==> src/rtl/rotation_matrix_to_quaternion_core_defines.svh <==
// Assertion macros for the rotation matrix to quaternion core.
// Included by rmq_out_buf, the RTL file that carries concurrent checks; no other dependencies.
`ifndef ROTATION_MATRIX_TO_QUATERNION_CORE_DEFINES_SVH
`define ROTATION_MATRIX_TO_QUATERNION_CORE_DEFINES_SVH
`ifndef SYNTHESIS
`define RMQ_ASSERT(lbl, clk, rst, prop) \
   lbl: assert property (@(posedge clk) disable iff (rst) (prop)) \
      else $error("rmq check failed");
`define RMQ_ASSERT_ALWAYS(lbl, clk, prop) \
   lbl: assert property (@(posedge clk) (prop)) \
      else $error("rmq check failed");
`else
`define RMQ_ASSERT(lbl, clk, rst, prop)
`define RMQ_ASSERT_ALWAYS(lbl, clk, prop)
`endif
`endif

==> src/rtl/rmq_pkg.sv <==
// Package for the rotation matrix to quaternion core: widths, codes and types.
// No dependencies; imported by every module of the core.
`timescale 1ns / 1ps
`default_nettype none
package rmq_pkg;
   localparam int FRAC_BITS = 14;
   localparam int IN_W      = 16;
   localparam int OUT_W     = 16;
   localparam int LANES     = 3;
   localparam int D_W       = IN_W + 1;               // sum or difference of two elements
   localparam int RAD_W     = IN_W + 1;               // radicand, 3 * max + ONE
   localparam int SQ_W      = RAD_W + FRAC_BITS;      // radicand scaled by 2^F
   localparam int ROOT_W    = (SQ_W + 1) / 2;
   localparam int DEN_W     = ROOT_W + 1;             // 2 * S
   localparam int NUM_W     = D_W + FRAC_BITS + 1;    // |d| * 2^F + S
   localparam int QB        = IN_W + 1;               // quotient bits before overflow
   localparam int CMP_W     = (DEN_W + QB > NUM_W) ? DEN_W + QB : NUM_W;
   localparam int SUM_W     = RAD_W + 2;

   localparam logic [1:0] POS_W = 2'd0;
   localparam logic [1:0] POS_X = 2'd1;
   localparam logic [1:0] POS_Y = 2'd2;
   localparam logic [1:0] POS_Z = 2'd3;

   typedef logic signed [IN_W-1:0]  elem_type;
   typedef logic signed [D_W-1:0]   diff_type;
   typedef logic signed [OUT_W-1:0] comp_type;

   typedef struct packed {
      logic [1:0]             pos;   // slot that takes s/2
      diff_type [LANES-1:0]   d;     // remaining slots, ascending order
   } side_type;

   typedef struct packed {
      logic [RAD_W-1:0] rad;
      side_type         side;
   } front_type;

   typedef struct packed {
      logic [SQ_W-1:0] v;
      logic [SQ_W:0]   res;
      side_type        side;
   } sq_type;

   typedef struct packed {
      logic [CMP_W-1:0] rem;
      logic [QB-1:0]    q;
      logic             neg;
      logic             ovf;
   } lane_type;

   typedef struct packed {
      lane_type [LANES-1:0] lane;
      logic [DEN_W-1:0]     den;
      logic [ROOT_W-1:0]    root;
      logic [1:0]           pos;
   } div_type;
endpackage
`default_nettype wire

==> src/rtl/rmq_front.sv <==
// Input stage: trace, branch choice, radicand and the three sums or differences.
// Depends on rmq_pkg.
`timescale 1ns / 1ps
`default_nettype none
module rmq_front import rmq_pkg::*; (
   input  wire logic      clock,
   input  wire logic      reset,
   input  wire logic      adv,
   input  wire logic      in_valid,
   input  wire elem_type  mat [9],
   output logic           out_valid,
   output front_type      out_data
);
   localparam logic signed [SUM_W-1:0] ONE = SUM_W'(1) <<< FRAC_BITS;

   logic      valid_ff;
   front_type data_ff, data_in;

   function automatic diff_type dsub(input elem_type a, input elem_type b);
      return diff_type'(a) - diff_type'(b);
   endfunction

   function automatic diff_type dadd(input elem_type a, input elem_type b);
      return diff_type'(a) + diff_type'(b);
   endfunction

   always_comb begin
      logic signed [SUM_W-1:0] trace, rad_s;
      logic [1:0] i;
      trace = SUM_W'(mat[0]) + SUM_W'(mat[4]) + SUM_W'(mat[8]);
      i = 2'd0;
      if (mat[4] > mat[0]) i = 2'd1;
      if (mat[8] > ((i == 2'd1) ? mat[4] : mat[0])) i = 2'd2;
      rad_s = '0;
      data_in = '0;
      if (trace > 0) begin
         rad_s = trace + ONE;
         data_in.side.pos  = POS_W;
         data_in.side.d[0] = dsub(mat[7], mat[5]);
         data_in.side.d[1] = dsub(mat[2], mat[6]);
         data_in.side.d[2] = dsub(mat[3], mat[1]);
      end else begin
         case (i)
            2'd0: begin
               rad_s = ONE + SUM_W'(mat[0]) - (SUM_W'(mat[4]) + SUM_W'(mat[8]));
               data_in.side.pos  = POS_X;
               data_in.side.d[0] = dsub(mat[7], mat[5]);
               data_in.side.d[1] = dadd(mat[1], mat[3]);
               data_in.side.d[2] = dadd(mat[2], mat[6]);
            end
            2'd1: begin
               rad_s = ONE + SUM_W'(mat[4]) - (SUM_W'(mat[8]) + SUM_W'(mat[0]));
               data_in.side.pos  = POS_Y;
               data_in.side.d[0] = dsub(mat[2], mat[6]);
               data_in.side.d[1] = dadd(mat[1], mat[3]);
               data_in.side.d[2] = dadd(mat[5], mat[7]);
            end
            default: begin
               rad_s = ONE + SUM_W'(mat[8]) - (SUM_W'(mat[0]) + SUM_W'(mat[4]));
               data_in.side.pos  = POS_Z;
               data_in.side.d[0] = dsub(mat[3], mat[1]);
               data_in.side.d[1] = dadd(mat[2], mat[6]);
               data_in.side.d[2] = dadd(mat[5], mat[7]);
            end
         endcase
         if (rad_s < 0) rad_s = '0;
      end
      data_in.rad = rad_s[RAD_W-1:0];
   end

   always_ff @(posedge clock) begin
      if (reset) begin
         valid_ff <= 1'b0;
      end else if (adv) begin
         valid_ff <= in_valid;
      end
   end

   always_ff @(posedge clock) begin
      if (adv) begin
         data_ff <= data_in;
      end
   end

   assign out_valid = valid_ff;
   assign out_data  = data_ff;
endmodule
`default_nettype wire

==> config.mk <==
export PLATFORM = sky130hd
export DESIGN_NAME = rmq_front
export DESIGN_NICKNAME = d
export VERILOG_FILES = /design/src/rtl/rotation_matrix_to_quaternion_core_defines.svh /design/src/rtl/rmq_pkg.sv /design/src/rtl/rmq_front.sv
export SDC_FILE = /design/constraint.sdc
export NUM_CORES = 1
export LEC_CHECK = 0
export BUFFER_PORTS_ARGS = -buffer_cell sky130_fd_sc_hd__buf_4
export CORE_MARGIN = 3
export CORE_UTILIZATION = 25
export CTS_BUF_LIST = sky130_fd_sc_hd__clkbuf_2
export DETAILED_ROUTE_END_ITERATION = 10
export GPL_TIMING_DRIVEN = 0
export PLACE_DENSITY = 0.39
export SYNTH_ARGS = -nofsm -noshare
export SYNTH_HDL_FRONTEND = slang
export SYNTH_SLANG_ARGS = --single-unit
==> constraint.sdc <==
create_clock -name clock -period 9 [get_ports clock]
set_input_delay 1.35 -clock clock [delete_from_list [all_inputs] [get_ports clock]]
set_output_delay 1.35 -clock clock [all_outputs]
set_load 0.005 [all_outputs]
==> run metrics <==
CTS root buf=clkbuf_2; placed wire-length estimate=46.5 mm; unrepaired setup endpoints after global routing=false; CTS sink cnt=71; WS Path Type=input pin to flip-flop; post-layout util=0.305; slowest CP cell=clkdlybuf4s15_1; Synth area leader=ha_1; post-CTS sizing=0; Post-Syn Area=13900 um^2; DRT Pass-1 Iters=5; crit path capture type=flip-flop; Ys Warns=0; GRT Total Usage=0.181; GR peak layer=met2; Slew headroom=0.290; vias in the first global route=13310; Critical Path RT=9.37 ns; WP buf/inv=7; CTS tree=built; most frequent cells in the layout=ha_1, buf_4, inv_1; drt first-iter violations=689; pwr dens=171 nW/um^2; met3 usage=0.0144; Seq cells post-synth=71; Yosys cell types=79; layout cell share with drive strength beyond 1=0.141; Avg WL per Cell=20.1 um; Rows=85; final setup fails=0; CTS Hold Bufs=0; largest cells by area after synthesis=ha_1, edfxtp_1, xnor2_1; Final Cycle Share=0.937; area grow syn2layout=19.4%; clk buf depth=2; worst-path cell chain=buf_4 -> inv_1 -> ha_1 -> nand4_1 -> or3_1 -> nor3_1 -> a221o_1 -> clkbuf_1 -> clkbuf_1 -> clkbuf_2 -> mux2i_1 -> ha_1 -> nor2b_1 -> o21a_1 -> o21a_1 -> o21bai_1 -> a311oi_1 -> o21ai_0 -> clkbuf_1 -> clkdlybuf4s15_1 -> a21oi_1 -> o21ai_0; Via density=4.82; final hold violations=0; outcome=completed; via count=12967; Std-Cell Core Area=54300 um^2; Startpoint Class=input pin; Max-Cap Viols=0; Crit path largest cell delay=0.76 ns; crit-path leading delay family=buffers and inverters; Mapped Nets=2164; Multi-input gate area=10700 um^2; fill count=5945; # port buffers=218; GR Layer Usage met1=0.228; Min-Delay Path Class=flip-flop to flip-flop; gr ovfl total=0; Worst VDD drop=0.0991 mV; gp weighted congestion=0.844; Avg Cell Area, Syn=8.09 um^2; Max Freq=119 MHz; post-synthesis sequential area ratio=0.153; Nets=2393; DRT antenna net count=0; final WL=54.1 mm; ys flop type=edfxtp_1; arrival time worst endpoint=8.81 ns; Post-CTS Setup Bufs=0; Die Y=242 um; max-slew violations=0; Leak=0.00758 uW; final worst setup slack=0.567 ns; clk slew on worst S/H paths=0.26 ns; first-pass GRT wire length=81.2 mm; Async SR Flop Fraction=0; most frequent cell on the critical path=clkbuf_1; Die ar.=58300 um^2; largest net degree at the start of global routing=72; clock period minus worst slack=8.43 ns; io pins=219; Critical Path Fanout Max=10; Clock Skew=0 ns; FF+latch area=2120 um^2; Skew-Pair Late Insertion Delay=0.62 ns; starting density of the core=0.255; Slew @ Worst Pin=1.06 ns; top cell type's share of synthesized area=0.233; EDFF count, synth=70; # DRC=0; grt met2 use=0.337; worst slack at placement=-0.616 ns; Mapped Cells=1715; number of H-tree levels=3; total CTS buffers=9; most common cell after layout, fill and taps aside=ha_1; die span in x=242 um; initial antenna violation count=1
==> cells in the mapped netlist, types with 34 or more instances <==
master      n
edfxtp_1   70
clkbuf_1   42
fa_1       43
nor2_1    150
ha_1      258
a21oi_1   149
o21ai_0    75
inv_1     208
xnor2_1   108
nor3_1     43
nand2_1   106
xor2_1     34
==> report_power, final <==
group / total (uW) / internal [uW] / switching, uW
sequential: 596 / 521 / 75.0
combinational: 2030 / 835 / 1200
clock: 204 / 43.8 / 160
==> tightest hold or removal path, stage by stage (launching register included) <==
cell,delay (ns)
dfxtp_1,0.38
mux2i_1,0.12
nor2_1,0.05
==> cell families (layout without fill, tap and decap cells) <==
group | count (synthesis) | in the layout | synth area share
adders and majority gates | 301 | 301 | 0.295
muxes | 13 | 13 | 0.0100
AOI/OAI and AO/OA | 476 | 476 | 0.228
other | 0 | 1 | 0
xor gates and xnor gates | 142 | 142 | 0.0897
buffers and inverters | 270 | 504 | 0.0761
DFF | 71 | 71 | 0.153
and+or+nand+nor | 442 | 442 | 0.149
==> area by class of cell <==
cell class,count,share of cell area
antenna,1,0.000151
multi-input combinational,1374,0.646
buffer,62,0.0172
inverter,208,0.0472
sequential,71,0.128
tap,739,0.0559
clock inverter,7,0.00393
clock buffer,9,0.00272
timing repair buffer,218,0.0989
==> registers in the layout, summed over array words and instances, names as in the netlist <==
signal,count
out_valid,1
out_data,70
==> routing by layer <==
metal / part of all wire / wire length [um]
met1: 0.44 / 24000
met2: 0.51 / 27600
met3: 0.030 / 1620
met4: 0.017 / 937
met5: 0 / 0
==> worst paths after layout <==
kind	startpoint	to	slack (ns)	depth (start not counted)
min	out_valid	out_valid	0.53	2
max	mat[137]	out_data[24]	0.57	22
max reg2reg	out_valid	out_valid	8.40	2
min reg2reg	out_valid	out_valid	0.53	2
==> through the flow <==
step / instances / TNS, ns / hold slack [ns] / instance area, um^2 / total power [uW]
2_1_floorplan: 1715 / 0 / 0.485 / 13900 / 1830
3_3_place_gp: 2672 / -11.40 / 0.479 / 16400 / 2640
3_5_place_dp: 2672 / -11.41 / 0.487 / 16400 / 2640
4_1_cts: 2688 / 0 / 0.534 / 16500 / 2850
5_1_grt: 2689 / 0 / 0.586 / 16600 / 3080
6_report: 2689 / 0 / 0.534 / 16600 / 2830
Note: power is estimated with default switching activity, not from simulation.
