File: config.mk
export PLATFORM = sky130hd
export DESIGN_NAME = rmq_sqrt_pipe
export DESIGN_NICKNAME = d
export VERILOG_FILES = /design/src/rtl/rotation_matrix_to_quaternion_core_defines.svh /design/src/rtl/rmq_pkg.sv /design/src/rtl/rmq_sqrt_pipe.sv
export SDC_FILE = /design/constraint.sdc
export NUM_CORES = 1
export LEC_CHECK = 0
export ABC_AREA = 1
export BUFFER_PORTS_ARGS = -buffer_cell sky130_fd_sc_hd__clkbuf_2
export CORE_MARGIN = 5
export CORE_UTILIZATION = 45
export CTS_CLUSTER_SIZE = 30
export DETAILED_ROUTE_END_ITERATION = 16
export GPL_ROUTABILITY_DRIVEN = 0
export PLACE_DENSITY = 0.67
export SYNTH_ARGS = -nofsm -noshare
export SYNTH_HDL_FRONTEND = slang
export SYNTH_SLANG_ARGS = --single-unit
export TNS_END_PERCENT = 30
File: constraint.sdc
create_clock -name clock -period 2.85 [get_ports clock]
set_input_delay 0.855 -clock clock [delete_from_list [all_inputs] [get_ports clock]]
set_output_delay 0.855 -clock clock [all_outputs]
set_load 0.02 [all_outputs]
File: src/rtl/rotation_matrix_to_quaternion_core_defines.svh
// Assertion macros for the rotation matrix to quaternion core.
// Included by rmq_out_buf, the RTL file that carries concurrent checks; no other dependencies.
`ifndef ROTATION_MATRIX_TO_QUATERNION_CORE_DEFINES_SVH
`define ROTATION_MATRIX_TO_QUATERNION_CORE_DEFINES_SVH
`ifndef SYNTHESIS
`define RMQ_ASSERT(lbl, clk, rst, prop) \
   lbl: assert property (@(posedge clk) disable iff (rst) (prop)) \
      else $error("rmq check failed");
`define RMQ_ASSERT_ALWAYS(lbl, clk, prop) \
   lbl: assert property (@(posedge clk) (prop)) \
      else $error("rmq check failed");
`else
`define RMQ_ASSERT(lbl, clk, rst, prop)
`define RMQ_ASSERT_ALWAYS(lbl, clk, prop)
`endif
`endif

File: src/rtl/rmq_pkg.sv
// Package for the rotation matrix to quaternion core: widths, codes and types.
// No dependencies; imported by every module of the core.
`timescale 1ns / 1ps
`default_nettype none
package rmq_pkg;
   localparam int FRAC_BITS = 14;
   localparam int IN_W      = 16;
   localparam int OUT_W     = 16;
   localparam int LANES     = 3;
   localparam int D_W       = IN_W + 1;               // sum or difference of two elements
   localparam int RAD_W     = IN_W + 1;               // radicand, 3 * max + ONE
   localparam int SQ_W      = RAD_W + FRAC_BITS;      // radicand scaled by 2^F
   localparam int ROOT_W    = (SQ_W + 1) / 2;
   localparam int DEN_W     = ROOT_W + 1;             // 2 * S
   localparam int NUM_W     = D_W + FRAC_BITS + 1;    // |d| * 2^F + S
   localparam int QB        = IN_W + 1;               // quotient bits before overflow
   localparam int CMP_W     = (DEN_W + QB > NUM_W) ? DEN_W + QB : NUM_W;
   localparam int SUM_W     = RAD_W + 2;

   localparam logic [1:0] POS_W = 2'd0;
   localparam logic [1:0] POS_X = 2'd1;
   localparam logic [1:0] POS_Y = 2'd2;
   localparam logic [1:0] POS_Z = 2'd3;

   typedef logic signed [IN_W-1:0]  elem_type;
   typedef logic signed [D_W-1:0]   diff_type;
   typedef logic signed [OUT_W-1:0] comp_type;

   typedef struct packed {
      logic [1:0]             pos;   // slot that takes s/2
      diff_type [LANES-1:0]   d;     // remaining slots, ascending order
   } side_type;

   typedef struct packed {
      logic [RAD_W-1:0] rad;
      side_type         side;
   } front_type;

   typedef struct packed {
      logic [SQ_W-1:0] v;
      logic [SQ_W:0]   res;
      side_type        side;
   } sq_type;

   typedef struct packed {
      logic [CMP_W-1:0] rem;
      logic [QB-1:0]    q;
      logic             neg;
      logic             ovf;
   } lane_type;

   typedef struct packed {
      lane_type [LANES-1:0] lane;
      logic [DEN_W-1:0]     den;
      logic [ROOT_W-1:0]    root;
      logic [1:0]           pos;
   } div_type;
endpackage
`default_nettype wire

File: src/rtl/rmq_sqrt_pipe.sv
// Pipelined integer square root, one result bit per stage, side data alongside.
// Depends on rmq_pkg.
`timescale 1ns / 1ps
`default_nettype none
module rmq_sqrt_pipe import rmq_pkg::*; (
   input  wire logic              clock,
   input  wire logic              reset,
   input  wire logic              adv,
   input  wire logic              in_valid,
   input  wire front_type         in_data,
   output logic                   out_valid,
   output logic [ROOT_W-1:0]      out_root,
   output side_type               out_side
);
   logic [ROOT_W-1:0] vld_ff;
   sq_type            stg_ff [ROOT_W];
   sq_type            stg_in [ROOT_W];

   always_comb begin
      sq_type        c;
      logic [SQ_W:0] bitv, trial;
      for (int n = 0; n < ROOT_W; n++) begin
         if (n == 0) begin
            c.v    = {in_data.rad, {FRAC_BITS{1'b0}}};
            c.res  = '0;
            c.side = in_data.side;
         end else begin
            c = stg_ff[n-1];
         end
         bitv  = (SQ_W+1)'(1) << (2 * (ROOT_W - 1 - n));
         trial = c.res + bitv;
         stg_in[n] = c;
         if ({1'b0, c.v} >= trial) begin
            stg_in[n].v   = c.v - trial[SQ_W-1:0];
            stg_in[n].res = (c.res >> 1) + bitv;
         end else begin
            stg_in[n].res = c.res >> 1;
         end
      end
   end

   always_ff @(posedge clock) begin
      if (reset) begin
         vld_ff <= '0;
      end else if (adv) begin
         vld_ff <= {vld_ff[ROOT_W-2:0], in_valid};
      end
   end

   always_ff @(posedge clock) begin
      if (adv) begin
         for (int n = 0; n < ROOT_W; n++) stg_ff[n] <= stg_in[n];
      end
   end

   assign out_valid = vld_ff[ROOT_W-1];
   assign out_root  = stg_ff[ROOT_W-1].res[ROOT_W-1:0];
   assign out_side  = stg_ff[ROOT_W-1].side;
endmodule
`default_nettype wire

==> results of run 1 <==
kinds of logic (layout without fill, tap and decap cells):
group	count (synthesis)	count (layout)	share of synthesized area, %
AND/OR/NAND/NOR	1464	1464	12.0
flip-flops	1291	1291	74.9
buffers and inverters	544	883	4.72
AO/OA/AOI/OAI	285	285	3.32
adder cells (fa/ha/maj)	142	142	3.55
XOR/XNOR	88	88	1.50
other	1	1	0.00727
layout make-up:
class,instances,area (um2)
fillers,9454,55700
flip-flops and latches,1291,38600
multi-input cells,1980,10500
clock buffers,158,3460
well taps,1512,1890
inverters,450,1700
repair buffers,199,1410
clock inverters,76,782
power breakdown:
part / internal (mW) / switching (mW)
registers: 22.9 / 0.890
logic: 2.01 / 3.61
clock network: 9.44 / 7.05
total: 34.3 / 11.6
layer usage:
layer / part of all wire [%] / routed length, um
met3: 4.7 / 3950
met2: 48 / 40200
met5: 0 / 0
met1: 44 / 36400
met4: 3.5 / 2890
sequential cells by signal, summed over array words and instances, names as in the netlist:
name    flops
stg_ff   1275
vld_ff     16
through the flow:
stage,instances,hold WS (ns)
after floorplan,3815,0.400
after global placement,5432,0.400
after detailed placement,5432,0.405
after CTS,5666,0.223
after global routing,5666,0.236
final,5666,0.294
path summary, 6_finish.rpt:
kind                  start  slack, ns              to  depth (start not counted)
max          stg_ff[1][327]       0.25  stg_ff[1][455]                          9
max reg2reg  stg_ff[1][327]       0.25  stg_ff[1][455]                          9
min reg2reg  stg_ff[0][514]       0.40  stg_ff[0][630]                          0
min             in_data[58]       0.29  stg_ff[0][104]                          1
synth_stat cells (all sizes together) (38+ instances only):
cell type | instances | share of area (%)
edfxtp | 1275 | 74
nand2 | 906 | 6.7
inv | 450 | 3.3
nor2 | 252 | 1.9
nand3 | 161 | 1.6
a21oi | 137 | 1.5
ha | 135 | 3.3
o21ai | 120 | 1.4
buf | 89 | 1.4
xnor2 | 50 | 0.85
nand4 | 44 | 0.53
nor3 | 42 | 0.44
xor2 | 38 | 0.65
critical path: cells and delay by family (launching register included):
kind / cells / cell delay, ns
adders and majority gates: 2 / 0.73
AOI/OAI and AO/OA: 1 / 0.04
DFF: 1 / 0.47
and+or+nand+nor: 5 / 0.85
buffers and inverters: 1 / 0.26
layout by cell type, fill, tap and decap left out, types with 16 or more instances in the layout:
master / count
a21oi_1: 112
a21oi_2: 25
buf_12: 22
buf_4: 35
clkbuf_1: 22
clkbuf_16: 134
clkbuf_2: 142
clkinv_1: 27
clkinv_2: 18
dfxtp_1: 16
edfxtp_1: 1275
ha_1: 135
inv_1: 441
nand2_1: 892
nand3_1: 156
nand3b_1: 32
nand4_1: 44
nor2_1: 242
nor3_1: 39
o21ai_0: 75
o21ai_2: 33
xnor2_1: 50
xor2_1: 38
==> results.md, run 1 <==
* Status: completed
* M2 GR Usage at between 20% and 30%
* Crit path cell chain: ha_1, fa_1, nand2_1, nand3_1, nand2_1, nand2_2, nor2_4, buf_4, a21oi_2
* CORE AREA at 0.114 mm2
* Post-synth EDFFs at between 1000 and 1500
* Chip width at around 350 um
* RSZ-0062 raised after global routing: false
* Post-synthesis cell area at around 0.052 mm2
* Die ar. at ~0.12 mm2
* Boundary Pins at between 100 and 150
* Worst Setup Start Kind: flop
* Max-slew headroom at between 40% and 50%
* Placed inst area at 0.0541 mm2
* Antenna violations before repair at 0
* Root Driver: clkbuf_16
* Post-Route Utilization at about half
* Main synth FF type: edfxtp_1
* Grt met1 use at 17.9%
* Worst setup EP type: flop
* HPWL after DPL at between 50 and 60 mm
* Post-CTS Setup Bufs at 0
* LEAKAGE at 22.7 nW
* Most common cell on crit path: nand2_1
* Initial core utilization at between 40% and 50%
* Grt ovf at 0
* Port Buf Inserts at approximately 140
* Routed Wire Length at 83.4 mm
* CP Data Arrival Time at between 3 and 4 ns
* Yosys warns at 0
* Final Instance Area at between 0.05 and 0.06 mm2
* Post-CTS Resized at 0
* Layout cells sized above 1 at 11.9%
* Syn avg cell area at between 10 and 15 um2
* Final Skew at ~0.038 ns
* # DRC at 0
* Longest Clk Path Bufs at 3
* Synth Instances at roughly 3800
* TritonCTS Buffers at about 130
* Max rail drop VDD at ~0.53 mV
* Area delta synth->final at 13.2%
* Count of final setup violators at 0
* Worst path required time at about 3.3 ns
* First DRT Iteration DRCs at 1780
* Antenna Nets Post-Route at 0
* Setup ws final at 0.249 ns
* Clock transition at path regs at around 0.060 ns
* Clock latency on the worst-skew pair at ~0.72 ns
* WS Path Type: reg2reg
* Crit Path Max Fanout at 16
* Vias in the first global route at around 27000
* Final #Nets at approximately 4300
* First-pass GRT wire length at 137 mm
* Pre-CTS setup slack at around 0.27 ns
* Largest net degree at the start of global routing at around 60
* Fraction of registers with async set/reset at 0%
* GRT Util Overall at 13.9%
* Slew Limit Fails at 0
* Sequential fraction of the synthesis area at roughly three quarters
* CTS tree: done
* Post-synthesis register bit count at roughly 1300
* Die Y at between 300 and 400 um
* Drt first pass iters at 5
* Syn nets at 4031
* F_max at slightly below 0.4 GHz
* Average wire per standard cell at 14.7 um
* Cell variety after synth at 46
* Power Total at between 40 and 50 mW
* Vias per cell at 4.85
* FP Rows at roughly 120
* Hold buffer count at CTS at 0
* Crit-path max cell delay at 0.47 ns
* Fin crit period at roughly 2.6 ns
* N_diodes at 0
* Max cap viols at 0
* Busiest layer in global routing: met2
* Tcrit/Tclk final at between 90% and 100%
* M3 GR Usage at ~2.7%
* Slew @ Worst Pin at ~0.86 ns
* DR vias at approximately 27000
* H-Tree Depth at 4
* CP max-delay cell: edfxtp_1
* HP Class: in2reg
* PwrDens at around 800 mW/mm2
* Setup TNS at 0 ns
* Clk sinks at ~1300
* Final Hold Vio Count at 0
(Power assumes the default switching activity.)
==> run 2, diff against run 1 <==
Settings changed: PLACE_DENSITY 0.67 to default, PLACE_DENSITY_LB_ADDON from default to 0.12.
==> run 2 against run 1 <==
Register-to-register slack gained 0.09 ns. Sequential share of layout area rose by 0.070 points. Die area is the same. Critical path depth unchanged.
==> results.md, run 2 (synthesis results as in run 1) <==
* Status: completed
* # DRC at 0 (unchanged)
* Die ar. at 0.121 mm2 (unchanged)
* Clock transition at path regs at 0.06 ns (about the same)
* Average wire per standard cell at 15.2 um (+3.3%)
* CORE AREA at 0.114 mm2 (unchanged)
* Switch Pwr at 11.6 mW (+0.82%)
* Crit Path Max Fanout at 21 (+5)
* H-Tree Depth at 4 (unchanged)
* Commonest non-fill, non-tap cell in the layout: edfxtp_1
* Critical Path Start: stg_ff[1][555]
* Reg2Reg Launch Point: stg_ff[1][555]
* Root Driver: clkbuf_16
* LEAKAGE at 22.6 nW (-0.11%)
* HP Class: in2reg
* Min-delay src: in_data[61]
* Non-filler cells, final at 5657 (-0.16%)
* DR vias at 27101 (-1.4%)
* Grt ovf at 0 (unchanged)
* First-pass GRT wire length at 139 mm (+1.4%)
* Slew @ Worst Pin at 0.752 ns (-0.108 ns)
* Post-CTS Setup Bufs at 0 (unchanged)
* Final Skew at 0.0416 ns (+0.00331 ns)
* Slew Limit Fails at 0 (unchanged)
* Boundary Pins at 144 (unchanged)
* Setup TNS at 0 ns (unchanged)
* Fin crit period at 2.51 ns (-0.0870 ns)
* Layout cells sized above 1 at 11.6% (-0.26 points)
* First DRT Iteration DRCs at 2003 (+13%)
* Final Hold Vio Count at 0 (unchanged)
* Tcrit/Tclk final at 88.2% (-3.1 points)
* GRT Util Overall at 14.2% (+0.37 points)
* Drt first pass iters at 5 (unchanged)
* F_max at 0.398 GHz (+3.5%)
* Reg with most FFs: stg_ff
* Final #Nets at 4264 (-0.16%)
* Placed Instances at 5420 (-0.22%)
* Largest net degree at the start of global routing at 108 (+77%)
* PwrDens at 803 mW/mm2 (+2.1%)
* Hold Path Cell Cnt at 1 (unchanged)
* Die Y at 348 um (unchanged)
* N_diodes at 0 (unchanged)
* TritonCTS Buffers at 138 (+3.8%)
* Worst setup EP type: flop
* Clock latency on the worst-skew pair at 0.73 ns (about the same)
* Chip width at 348 um (unchanged)
* Setup ws final at 0.336 ns (+0.0870 ns)
* Port Buf Inserts at 143 (unchanged)
* Max rail drop VDD at 0.490 mV (-7.0%)
* CTS tree: done
* Longest Clk Path Bufs at 3 (unchanged)
* Top flop regs: stg_ff: 1275 flops, vld_ff: 16 flops
* Area delta synth->final at 13.1%
* R2R depth at 9 (unchanged)
* Max-slew headroom at 49.8% (+7.4 points)
* Max reg flops at 1275 (unchanged)
* Routed Wire Length at 86.0 mm (+3.1%)
* Reg power frac at 50.9% (-0.9 points)
* Initial core utilization at 45.2% (unchanged)
* Power Total at 46.8 mW (+2.0%)
* Clk sinks at 1291 (unchanged)
* Pre-CTS setup slack at 0.0653 ns (-0.209 ns)
* Antenna Nets Post-Route at 0 (unchanged)
* Vias in the first global route at 26720 (-1.8%)
* Antenna violations before repair at 1 (+1)
* Count of final setup violators at 0 (unchanged)
* Max cap viols at 0 (unchanged)
* Vias per cell at 4.79 (-1.2%)
* HPWL after DPL at 58.4 mm (+1.6%)
* RSZ-0062 raised after global routing: false
* Net Sw Frac at 24.9% (-0.28 points)
* CP Data Arrival Time at 3.08 ns (about the same)
* Internal power at 35.2 mW (+2.3%)
* Gate power share at 12.1% (about the same)
* Post-Route Utilization at 51.1% (-0.054 points)
* Worst Setup Start Kind: flop
* WS Path Type: reg2reg
* Clock power frac at 37.0% (+1.1 points)
* Worst path required time at 3.42 ns (+0.10 ns)
* Most frequent cells in the layout: 1275 x edfxtp_1, 892 x nand2_1, 441 x inv_1
* FP Rows at 124 (unchanged)
[run 2: power by group through the flow]
stage | registers (mW) | logic [mW] | clock network [mW]
detailed placement | 24.2 | 5.63 | 0
global placement | 24.2 | 5.61 | 0
finish | 23.8 | 5.65 | 17.3
global route | 24.0 | 6.47 | 18.8
CTS | 23.8 | 5.67 | 18.0
floorplan | 23.8 | 4.13 | 0
[run 2: critical path: stages (launching register included)]
cell	delay (ns)
edfxtp_1	0.45
ha_1	0.26
fa_1	0.46
nand3_1	0.12
nand3b_1	0.17
nand2_2	0.15
nand2_4	0.15
inv_2	0.39
nand2_1	0.13
o21ai_2	0.08
[run 2: through the flow]
stage / hold slack [ns] / instance area (um2)
4_1_cts: 0.213 / 58300
3_3_place_gp: 0.400 / 53900
2_1_floorplan: 0.400 / 51600
5_1_grt: 0.237 / 58300
6_report: 0.290 / 58300
3_5_place_dp: 0.405 / 53900
[run 2: metal layers]
| layer | routed length (um) | vias up | track usage (%) |
|---|---|---|---|
| li1 | - | 13638 | - |
| met1 | 40000 | 12752 | 19.6 |
| met2 | 39700 | 527 | 22.7 |
| met3 | 3620 | 184 | 2.73 |
| met4 | 2710 | 0 | 5.53 |
| met5 | 0 | - | 0 |
[run 2: area by class of cell]
cell class              instances  area [um2]
inverters                     450        1700
repair buffers                187        1170
multi-input cells            1980       10500
clock inverters                68         831
flip-flops and latches       1291       38600
clock buffers                 169        3590
fillers                      9710       55700
well taps                    1512        1890
[run 2: path summary, 6_finish.rpt]
kind | to | slack [ns]
worst min-delay path | stg_ff[0][107] | 0.29
worst max register to register | stg_ff[1][673] | 0.34
worst max-delay path | stg_ff[1][673] | 0.34
worst min register to register | stg_ff[0][705] | 0.40
[run 2: timing repair]
action	in CTS	in global routing
hold buffers	0	0
endpoints found under the setup margin	0	14
resized for setup	0	1
